--- src/design/sps_pkg.sv ---
// Shared types, constants and phase tables for the stepper phase sequencer.
package sps_pkg;

  localparam int POSITION_BITS = 16;
  localparam int INTERVAL_BITS = 26;
  localparam int MOVE_BITS     = 16;
  localparam int CFG_INDEX_BITS = 2;
  localparam int CFG_DATA_BITS =
    (INTERVAL_BITS > POSITION_BITS) ? INTERVAL_BITS : POSITION_BITS;

  // Register indexes on the configuration port
  localparam logic [CFG_INDEX_BITS-1:0] REG_DRIVE_MODE    = 2'd0;
  localparam logic [CFG_INDEX_BITS-1:0] REG_STEPS_PER_REV = 2'd1;
  localparam logic [CFG_INDEX_BITS-1:0] REG_STEP_INTERVAL = 2'd2;

  // Input item codes
  localparam logic OP_TICK = 1'b0;
  localparam logic OP_MOVE = 1'b1;

  localparam logic [POSITION_BITS-1:0] STEPS_PER_REV_RESET = POSITION_BITS'(200);
  localparam logic [INTERVAL_BITS-1:0] STEP_INTERVAL_RESET = INTERVAL_BITS'(1000);

  typedef enum logic [1:0] {
    MODE_ONE_PHASE = 2'd0,
    MODE_TWO_PHASE = 2'd1,
    MODE_HALF_STEP = 2'd2
  } drive_mode_t;

  // Pin word layout: {dir_a, dir_b, current_a, current_b}
  localparam logic [3:0] TBL_ONE  [4] = '{4'h5, 4'h2, 4'h9, 4'hE};
  localparam logic [3:0] TBL_TWO  [4] = '{4'h7, 4'h3, 4'hB, 4'hF};
  localparam logic [3:0] TBL_HALF [8] = '{4'h5, 4'h7, 4'h2, 4'h3,
                                          4'h9, 4'hB, 4'hE, 4'hF};

  typedef struct packed {
    logic [1:0]               drive_mode;
    logic [POSITION_BITS-1:0] steps_per_rev;
    logic [INTERVAL_BITS-1:0] step_interval;
  } cfg_t;

  // Pin levels for a position; the unused mode keeps the old levels.
  function automatic logic [3:0] pin_lookup(input logic [1:0] mode,
                                            input logic [2:0] phase,
                                            input logic [3:0] pins_old);
    logic [3:0] pins;
    pins = pins_old;
    case (mode)
      MODE_ONE_PHASE: pins = TBL_ONE[phase[1:0]];
      MODE_TWO_PHASE: pins = TBL_TWO[phase[1:0]];
      MODE_HALF_STEP: pins = TBL_HALF[phase];
      default:        pins = pins_old;
    endcase
    return pins;
  endfunction

endpackage

--- src/design/sps_config.sv ---
// Configuration register bank for the stepper phase sequencer.
module sps_config (
  input  logic                              clk,
  input  logic                              rst,
  input  logic                              cfg_valid,
  output logic                              cfg_ready,
  input  logic [sps_pkg::CFG_INDEX_BITS-1:0] cfg_index,
  input  logic [sps_pkg::CFG_DATA_BITS-1:0]  cfg_data,
  output sps_pkg::cfg_t                     cfg
);
  import sps_pkg::*;

  assign cfg_ready = 1'b1;

  always_ff @(posedge clk) begin
    if (rst) begin
      cfg.drive_mode    <= MODE_ONE_PHASE;
      cfg.steps_per_rev <= STEPS_PER_REV_RESET;
      cfg.step_interval <= STEP_INTERVAL_RESET;
    end else if (cfg_valid && cfg_ready) begin
      case (cfg_index)
        REG_DRIVE_MODE:    cfg.drive_mode    <= cfg_data[1:0];
        REG_STEPS_PER_REV: cfg.steps_per_rev <= cfg_data[POSITION_BITS-1:0];
        REG_STEP_INTERVAL: cfg.step_interval <= cfg_data[INTERVAL_BITS-1:0];
        default: ;
      endcase
    end
  end

endmodule

--- src/design/sps_advance.sv ---
// One-step position advance with revolution wrap and phase pin lookup.
module sps_advance (
  input  sps_pkg::cfg_t                     cfg,
  input  logic [sps_pkg::POSITION_BITS-1:0] pos,
  input  logic                              forward,
  input  logic [3:0]                        pins,
  output logic [sps_pkg::POSITION_BITS-1:0] pos_next,
  output logic [3:0]                        pins_next
);
  import sps_pkg::*;

  logic [POSITION_BITS:0] wrap;
  logic [POSITION_BITS:0] wrap_last;
  logic [POSITION_BITS:0] pos_ext;

  always_comb begin
    // Zero steps per revolution means the full position range
    wrap      = (cfg.steps_per_rev == '0) ? {1'b1, {POSITION_BITS{1'b0}}}
                                          : {1'b0, cfg.steps_per_rev};
    wrap_last = wrap - 1'b1;
    pos_ext   = {1'b0, pos};
    if (forward) begin
      pos_next = (pos_ext >= wrap_last) ? '0 : pos + 1'b1;
    end else begin
      pos_next = (pos == '0 || pos_ext >= wrap) ? wrap_last[POSITION_BITS-1:0]
                                                : pos - 1'b1;
    end
    pins_next = pin_lookup(cfg.drive_mode, pos_next[2:0], pins);
  end

endmodule

--- src/design/stepper_phase_sequencer.sv ---
// Top level of the stepper phase sequencer: item pipeline, motion state, result register.
//
//  channel | signals                                   | beat taken when
//  --------+-------------------------------------------+-------------------------
//  in      | in_valid, in_stall, op, move_steps        | in_valid && !in_stall
//  out     | out_valid, out_stall, dir_a .. position   | out_valid && !out_stall
//  cfg     | cfg_valid, cfg_ready, cfg_index, cfg_data | cfg_valid && cfg_ready
//
// One beat per cycle sustained while out does not stall; a beat taken on in is held in
// the input register, moves into the result register and leaves on out from there.
// Between the two registers: saturating tick count, interval compare, wrap step, lookup.
// Reset (rst, synchronous) clears the motion state and pins, loads register defaults.
// A stall on out holds the result register and backs up into in_stall only when
// the input register is also full.
module stepper_phase_sequencer (
  input  logic                               clk,
  input  logic                               rst,
  // item input
  input  logic                               in_valid,
  output logic                               in_stall,
  input  logic                               op,
  input  logic signed [sps_pkg::MOVE_BITS-1:0] move_steps,
  // result output
  output logic                               out_valid,
  input  logic                               out_stall,
  output logic                               dir_a,
  output logic                               dir_b,
  output logic                               current_a,
  output logic                               current_b,
  output logic                               brake,
  output logic                               busy_res,
  output logic                               stepped,
  output logic [sps_pkg::POSITION_BITS-1:0]  position,
  // configuration writes
  input  logic                               cfg_valid,
  output logic                               cfg_ready,
  input  logic [sps_pkg::CFG_INDEX_BITS-1:0] cfg_index,
  input  logic [sps_pkg::CFG_DATA_BITS-1:0]  cfg_data
);
  import sps_pkg::*;

  localparam logic [INTERVAL_BITS-1:0] TICKS_MAX = '1;

  cfg_t cfg;

  // Input register
  logic                 in_full;
  logic                 in_full_next;
  logic                 op_q;
  logic [MOVE_BITS-1:0] steps_q;

  // Motion state
  logic [POSITION_BITS-1:0] step_position;
  logic [MOVE_BITS-1:0]     steps_remaining;
  logic                     move_forward;
  logic [INTERVAL_BITS-1:0] elapsed_ticks;
  logic [3:0]               pin_levels;

  logic [POSITION_BITS-1:0] step_position_next;
  logic [MOVE_BITS-1:0]     steps_remaining_next;
  logic                     move_forward_next;
  logic [INTERVAL_BITS-1:0] elapsed_ticks_next;
  logic [3:0]               pin_levels_next;
  logic                     stepped_next;

  logic [POSITION_BITS-1:0] adv_pos;
  logic [3:0]               adv_pins;
  logic [INTERVAL_BITS-1:0] ticks_inc;

  logic res_ready;
  logic in_take;
  logic work;

  sps_config u_config (
    .clk       (clk),
    .rst       (rst),
    .cfg_valid (cfg_valid),
    .cfg_ready (cfg_ready),
    .cfg_index (cfg_index),
    .cfg_data  (cfg_data),
    .cfg       (cfg)
  );

  sps_advance u_advance (
    .cfg       (cfg),
    .pos       (step_position),
    .forward   (move_forward),
    .pins      (pin_levels),
    .pos_next  (adv_pos),
    .pins_next (adv_pins)
  );

  // Result register is free when empty or being drained this cycle
  assign res_ready    = !out_valid || !out_stall;
  assign work         = in_full && res_ready;
  assign in_stall     = in_full && !res_ready;
  assign in_take      = in_valid && !in_stall;
  assign in_full_next = in_take || (in_full && !res_ready);

  always_ff @(posedge clk) begin
    if (rst) begin
      in_full <= 1'b0;
    end else begin
      in_full <= in_full_next;
    end
  end

  // Hold the payload while stalled
  always_ff @(posedge clk) begin
    if (in_take) begin
      op_q    <= op;
      steps_q <= move_steps;
    end
  end

  // Apply one item to the motion state
  always_comb begin
    step_position_next   = step_position;
    steps_remaining_next = steps_remaining;
    move_forward_next    = move_forward;
    elapsed_ticks_next   = elapsed_ticks;
    pin_levels_next      = pin_levels;
    stepped_next         = 1'b0;
    ticks_inc            = (elapsed_ticks != TICKS_MAX) ? elapsed_ticks + 1'b1
                                                        : elapsed_ticks;
    if (op_q == OP_MOVE) begin
      // Zero move leaves direction; the negate of the most negative
      // count is its own magnitude in unsigned terms
      if (steps_q == '0) begin
        steps_remaining_next = '0;
      end else if (steps_q[MOVE_BITS-1]) begin
        move_forward_next    = 1'b0;
        steps_remaining_next = '0 - steps_q;
      end else begin
        move_forward_next    = 1'b1;
        steps_remaining_next = steps_q;
      end
    end else begin
      elapsed_ticks_next = ticks_inc;
      if (steps_remaining != '0 && ticks_inc >= cfg.step_interval) begin
        elapsed_ticks_next   = '0;
        steps_remaining_next = steps_remaining - 1'b1;
        step_position_next   = adv_pos;
        pin_levels_next      = adv_pins;
        stepped_next         = 1'b1;
      end
    end
  end

  always_ff @(posedge clk) begin
    if (rst) begin
      step_position   <= '0;
      steps_remaining <= '0;
      move_forward    <= 1'b0;
      elapsed_ticks   <= '0;
      pin_levels      <= '0;
    end else if (work) begin
      step_position   <= step_position_next;
      steps_remaining <= steps_remaining_next;
      move_forward    <= move_forward_next;
      elapsed_ticks   <= elapsed_ticks_next;
      pin_levels      <= pin_levels_next;
    end
  end

  // Result register: advance on work, drop once taken
  always_ff @(posedge clk) begin
    if (rst) begin
      out_valid <= 1'b0;
    end else if (work) begin
      out_valid <= 1'b1;
    end else if (!out_stall) begin
      out_valid <= 1'b0;
    end
  end

  always_ff @(posedge clk) begin
    if (work) begin
      dir_a     <= pin_levels_next[3];
      dir_b     <= pin_levels_next[2];
      current_a <= pin_levels_next[1];
      current_b <= pin_levels_next[0];
      brake     <= (steps_remaining_next == '0);
      busy_res  <= (steps_remaining_next != '0);
      stepped   <= stepped_next;
      position  <= step_position_next;
    end
  end

endmodule
--- config.mk ---
export PLATFORM = sky130hd
export DESIGN_NAME = stepper_phase_sequencer
export DESIGN_NICKNAME = d
export VERILOG_FILES = /design/src/design/sps_pkg.sv /design/src/design/sps_config.sv /design/src/design/sps_advance.sv /design/src/design/stepper_phase_sequencer.sv
export SDC_FILE = /design/constraint.sdc
export NUM_CORES = 1
export LEC_CHECK = 0
export ABC_CLOCK_PERIOD_IN_PS = 12900
export BUFFER_PORTS_ARGS = -buffer_cell sky130_fd_sc_hd__buf_2
export CORE_ASPECT_RATIO = 1.5
export CORE_MARGIN = 3
export CORE_UTILIZATION = 28
export DETAILED_ROUTE_END_ITERATION = 7
export GPL_ROUTABILITY_DRIVEN = 1
export MAX_ROUTING_LAYER = met4
export PLACE_DENSITY = 0.46
export SYNTH_ARGS = -nofsm -noshare
export SYNTH_HDL_FRONTEND = slang
export SYNTH_SLANG_ARGS = --single-unit
--- constraint.sdc ---
create_clock -name clk -period 12.9 [get_ports clk]
set_input_delay 0.645 -clock clk [delete_from_list [all_inputs] [get_ports clk]]
set_output_delay 0.645 -clock clk [all_outputs]
set_load 0.02 [all_outputs]
==> metrics.cfg <==
[global_routing]
overflow=0
grt_pass1_vias=8112
grt_max_degree=87
grt_pass1_wl_um=44200
antenna_found_initial=0
grt_use_total=0.157

[clock_tree]
postCtsResizedCells=0
cts_tree=built
cts_max_level=4
cts_root_buffer=clkbuf_16
path_clk_slew_ns=0.07
clkLatencyLatePin_ns=0.45
cts_made_buffers=17
post_cts_buffers=0
cts_sinks=149
ctsHoldBuffers=0
cts_max_path_buffers=2

[timing]
rsz0062_at_grt=false
slew_violations=0
skew_ns=0.0110
period_needed_ns=6.34
hold_violations=0
fin_hold_ws_ns=0.374
clock.fmax_mhz=158
worst_pin_slew_ns=1.03
finalSetupTns_ns=0
setup_viol=0
slew_headroom=0.308
final.period_utilization=0.491

[outcome]
status=completed

[critical_path]
arrival_ns=6.52
path_max_fanout=22
r2r_cells=17
path_buf_inv=0
crit_type=reg -> reg
rrSetupSlack_ns=6.56
cp_top_family=simple AND/OR/NAND/NOR gates
crit_top_cell=nand4_1
crit_slowest_cell=o211ai_1
startpoint_type=register
endpoint_kind=register
crit_required_ns=13.09
r2r-end=busy_res$_DFFE_PP_
max_stage_delay_ns=0.72
cp_cell_sequence=and4_1, nand4_1, nor4_1, nor2_1, and3_1, and2_1, xor2_1, ha_1, nand4_1, nor3_1, nand2_1, o211ai_1, o31a_2, xnor2_1, a2111oi_2, nand4b_1, or4_1
crit_start=elapsed_ticks[7]$_SDFFE_PP0P_
rr_startpoint=elapsed_ticks[7]$_SDFFE_PP0P_

[min_path]
hold_depth=1
worstHoldPathType=in -> reg
hold_path.startpoint=move_steps[3]
min_to=steps_q[3]$_DFFE_PP_

[synthesis]
synth_top_flop_cell=dfxtp_1
synth_most_common_cell=nand2_1
synthTopCellsByArea=dfxtp_1, edfxtp_1, ha_1
yosysWarnings=0
seq_area_frac_synth=0.351
synth_top_area_frac=0.226
synth_nets=1301
ys_types=77
synthArstFlopShare=0
ys_seq_elements=149
yosys-top-cells-count=nand2_1, nor2_1, dfxtp_1
avgSynthCellArea_sq_um=8.15
synth_enable_flop_cells=40
synth_cells=1183
syn_area_sq_um=9640
synth_area_leader_cell=dfxtp_1

[routing]
drc=0
wire_per_inst_um=16.9
route.vias.total=8527
wl_met2_um=14800
dr.pass1.iters=5
via_per_inst=5.16
ant_nets=0
routed-wl-met3_um=797
routed_wl_um=27900
wl_met1_um=11500
top_layer=met4
drt_iter0_markers=564

[floorplan]
die_area_sq_um=36700
rows=82
die_y_um=233
die_w_um=157
core_area_sq_um=33700
io_pins=76
start_util=0.286

[placement]
postPlaceCellArea_sq_um=10300
numPortBuffers=74
dp_hpwl_um=20900
gp_congestion=0.831
placed_cells=1622

[finish]
fin_cells=1654
drive_above_1_share=0.113
final_util=0.326
fin_area_sq_um=11000
area_growth_pct=13.8
num_antenna_cells=0
final_nets=1339

[power_and_ir_drop]
ir_drop_v=0.0000684
power_density_nw_per_um2=109
leakagePower_nw=4.16

[run]
drv_cap=0

[flip-flops by register name, indices dropped and copies added (netlist names), 4 cells and up]
name	flops
u_config.cfg	44
elapsed_ticks	26
position	16
step_position	16
steps_q	16
steps_remaining	16
pin_levels	4
[final cells by class]
type / count / area, sq um
Clock buffer: 19 / 454
Clock inverter: 13 / 170
Fill cell: 3581 / 22700
Inverter: 61 / 229
Multi-Input combinational cell: 911 / 5780
Sequential cell: 149 / 3380
Tap cell: 420 / 526
Timing Repair Buffer: 81 / 425
[per-stage QoR]
stage | setup slack (ns) | total power, W
final | 6.56 | 0.00119
after global routing | 6.00 | 0.00124
after CTS | 6.51 | 0.00121
after detailed placement | 6.52 | 0.000668
after global placement | 6.71 | 0.000668
after floorplan | 7.61 | 0.000621
[kinds of logic after synthesis]
group | after synthesis | synth area share
AOI/OAI and AO/OA | 282 | 0.192
xor gates and xnor gates | 73 | 0.0663
adders and majority gates | 68 | 0.0883
buffers and inverters | 123 | 0.0502
DFF | 149 | 0.351
muxes | 18 | 0.0201
other | 1 | 0.000389
and+or+nand+nor | 469 | 0.231
[cell usage in the layout, fill, tap and decap left out, types with 7 or more instances in the layout]
cell,netlist,routed
nand2_1,170,170
nor2_1,111,111
dfxtp_1,109,109
a21oi_1,91,91
buf_2,0,73
ha_1,68,68
inv_1,59,59
o21ai_0,49,49
xnor2_1,46,46
edfxtp_1,40,40
nand3_1,34,34
xor2_1,27,27
nor3_1,26,26
a211oi_1,21,21
clkbuf_16,0,18
nor4_1,17,17
a22oi_1,17,17
and3_1,16,16
nand4_1,15,15
or3_1,14,14
o21ai_1,11,11
o31ai_1,11,11
mux2_2,11,11
nand3b_1,11,11
nor2b_1,9,9
nand2b_1,9,9
o211ai_1,8,8
or4_1,8,8
and4_1,8,8
buf_4,2,8
o21a_1,7,7
mux2i_1,7,7
[where the power goes]
group	switching, W	internal [W]
Clock	0.000218	0.000319
Sequential	0.0000160	0.000495
Combinational	0.0000902	0.0000555
[worst max-delay path by stage]
stage                                     to  slack (ns)  cells past startpoint
after global routing      busy_res$_DFFE_PP_        6.00                     17
after CTS                 busy_res$_DFFE_PP_        6.51                     17
final                     busy_res$_DFFE_PP_        6.56                     17
after floorplan           busy_res$_DFFE_PP_        7.61                     18
after global placement    busy_res$_DFFE_PP_        6.71                     17
after detailed placement  busy_res$_DFFE_PP_        6.52                     17
[per-layer routing]
metal,track usage,vias up
li1,-,4325
met3,0.0261,38
met2,0.280,153
met1,0.175,4011
met4,0.0578,0
met5,-,-
(Power assumes the default switching activity.)
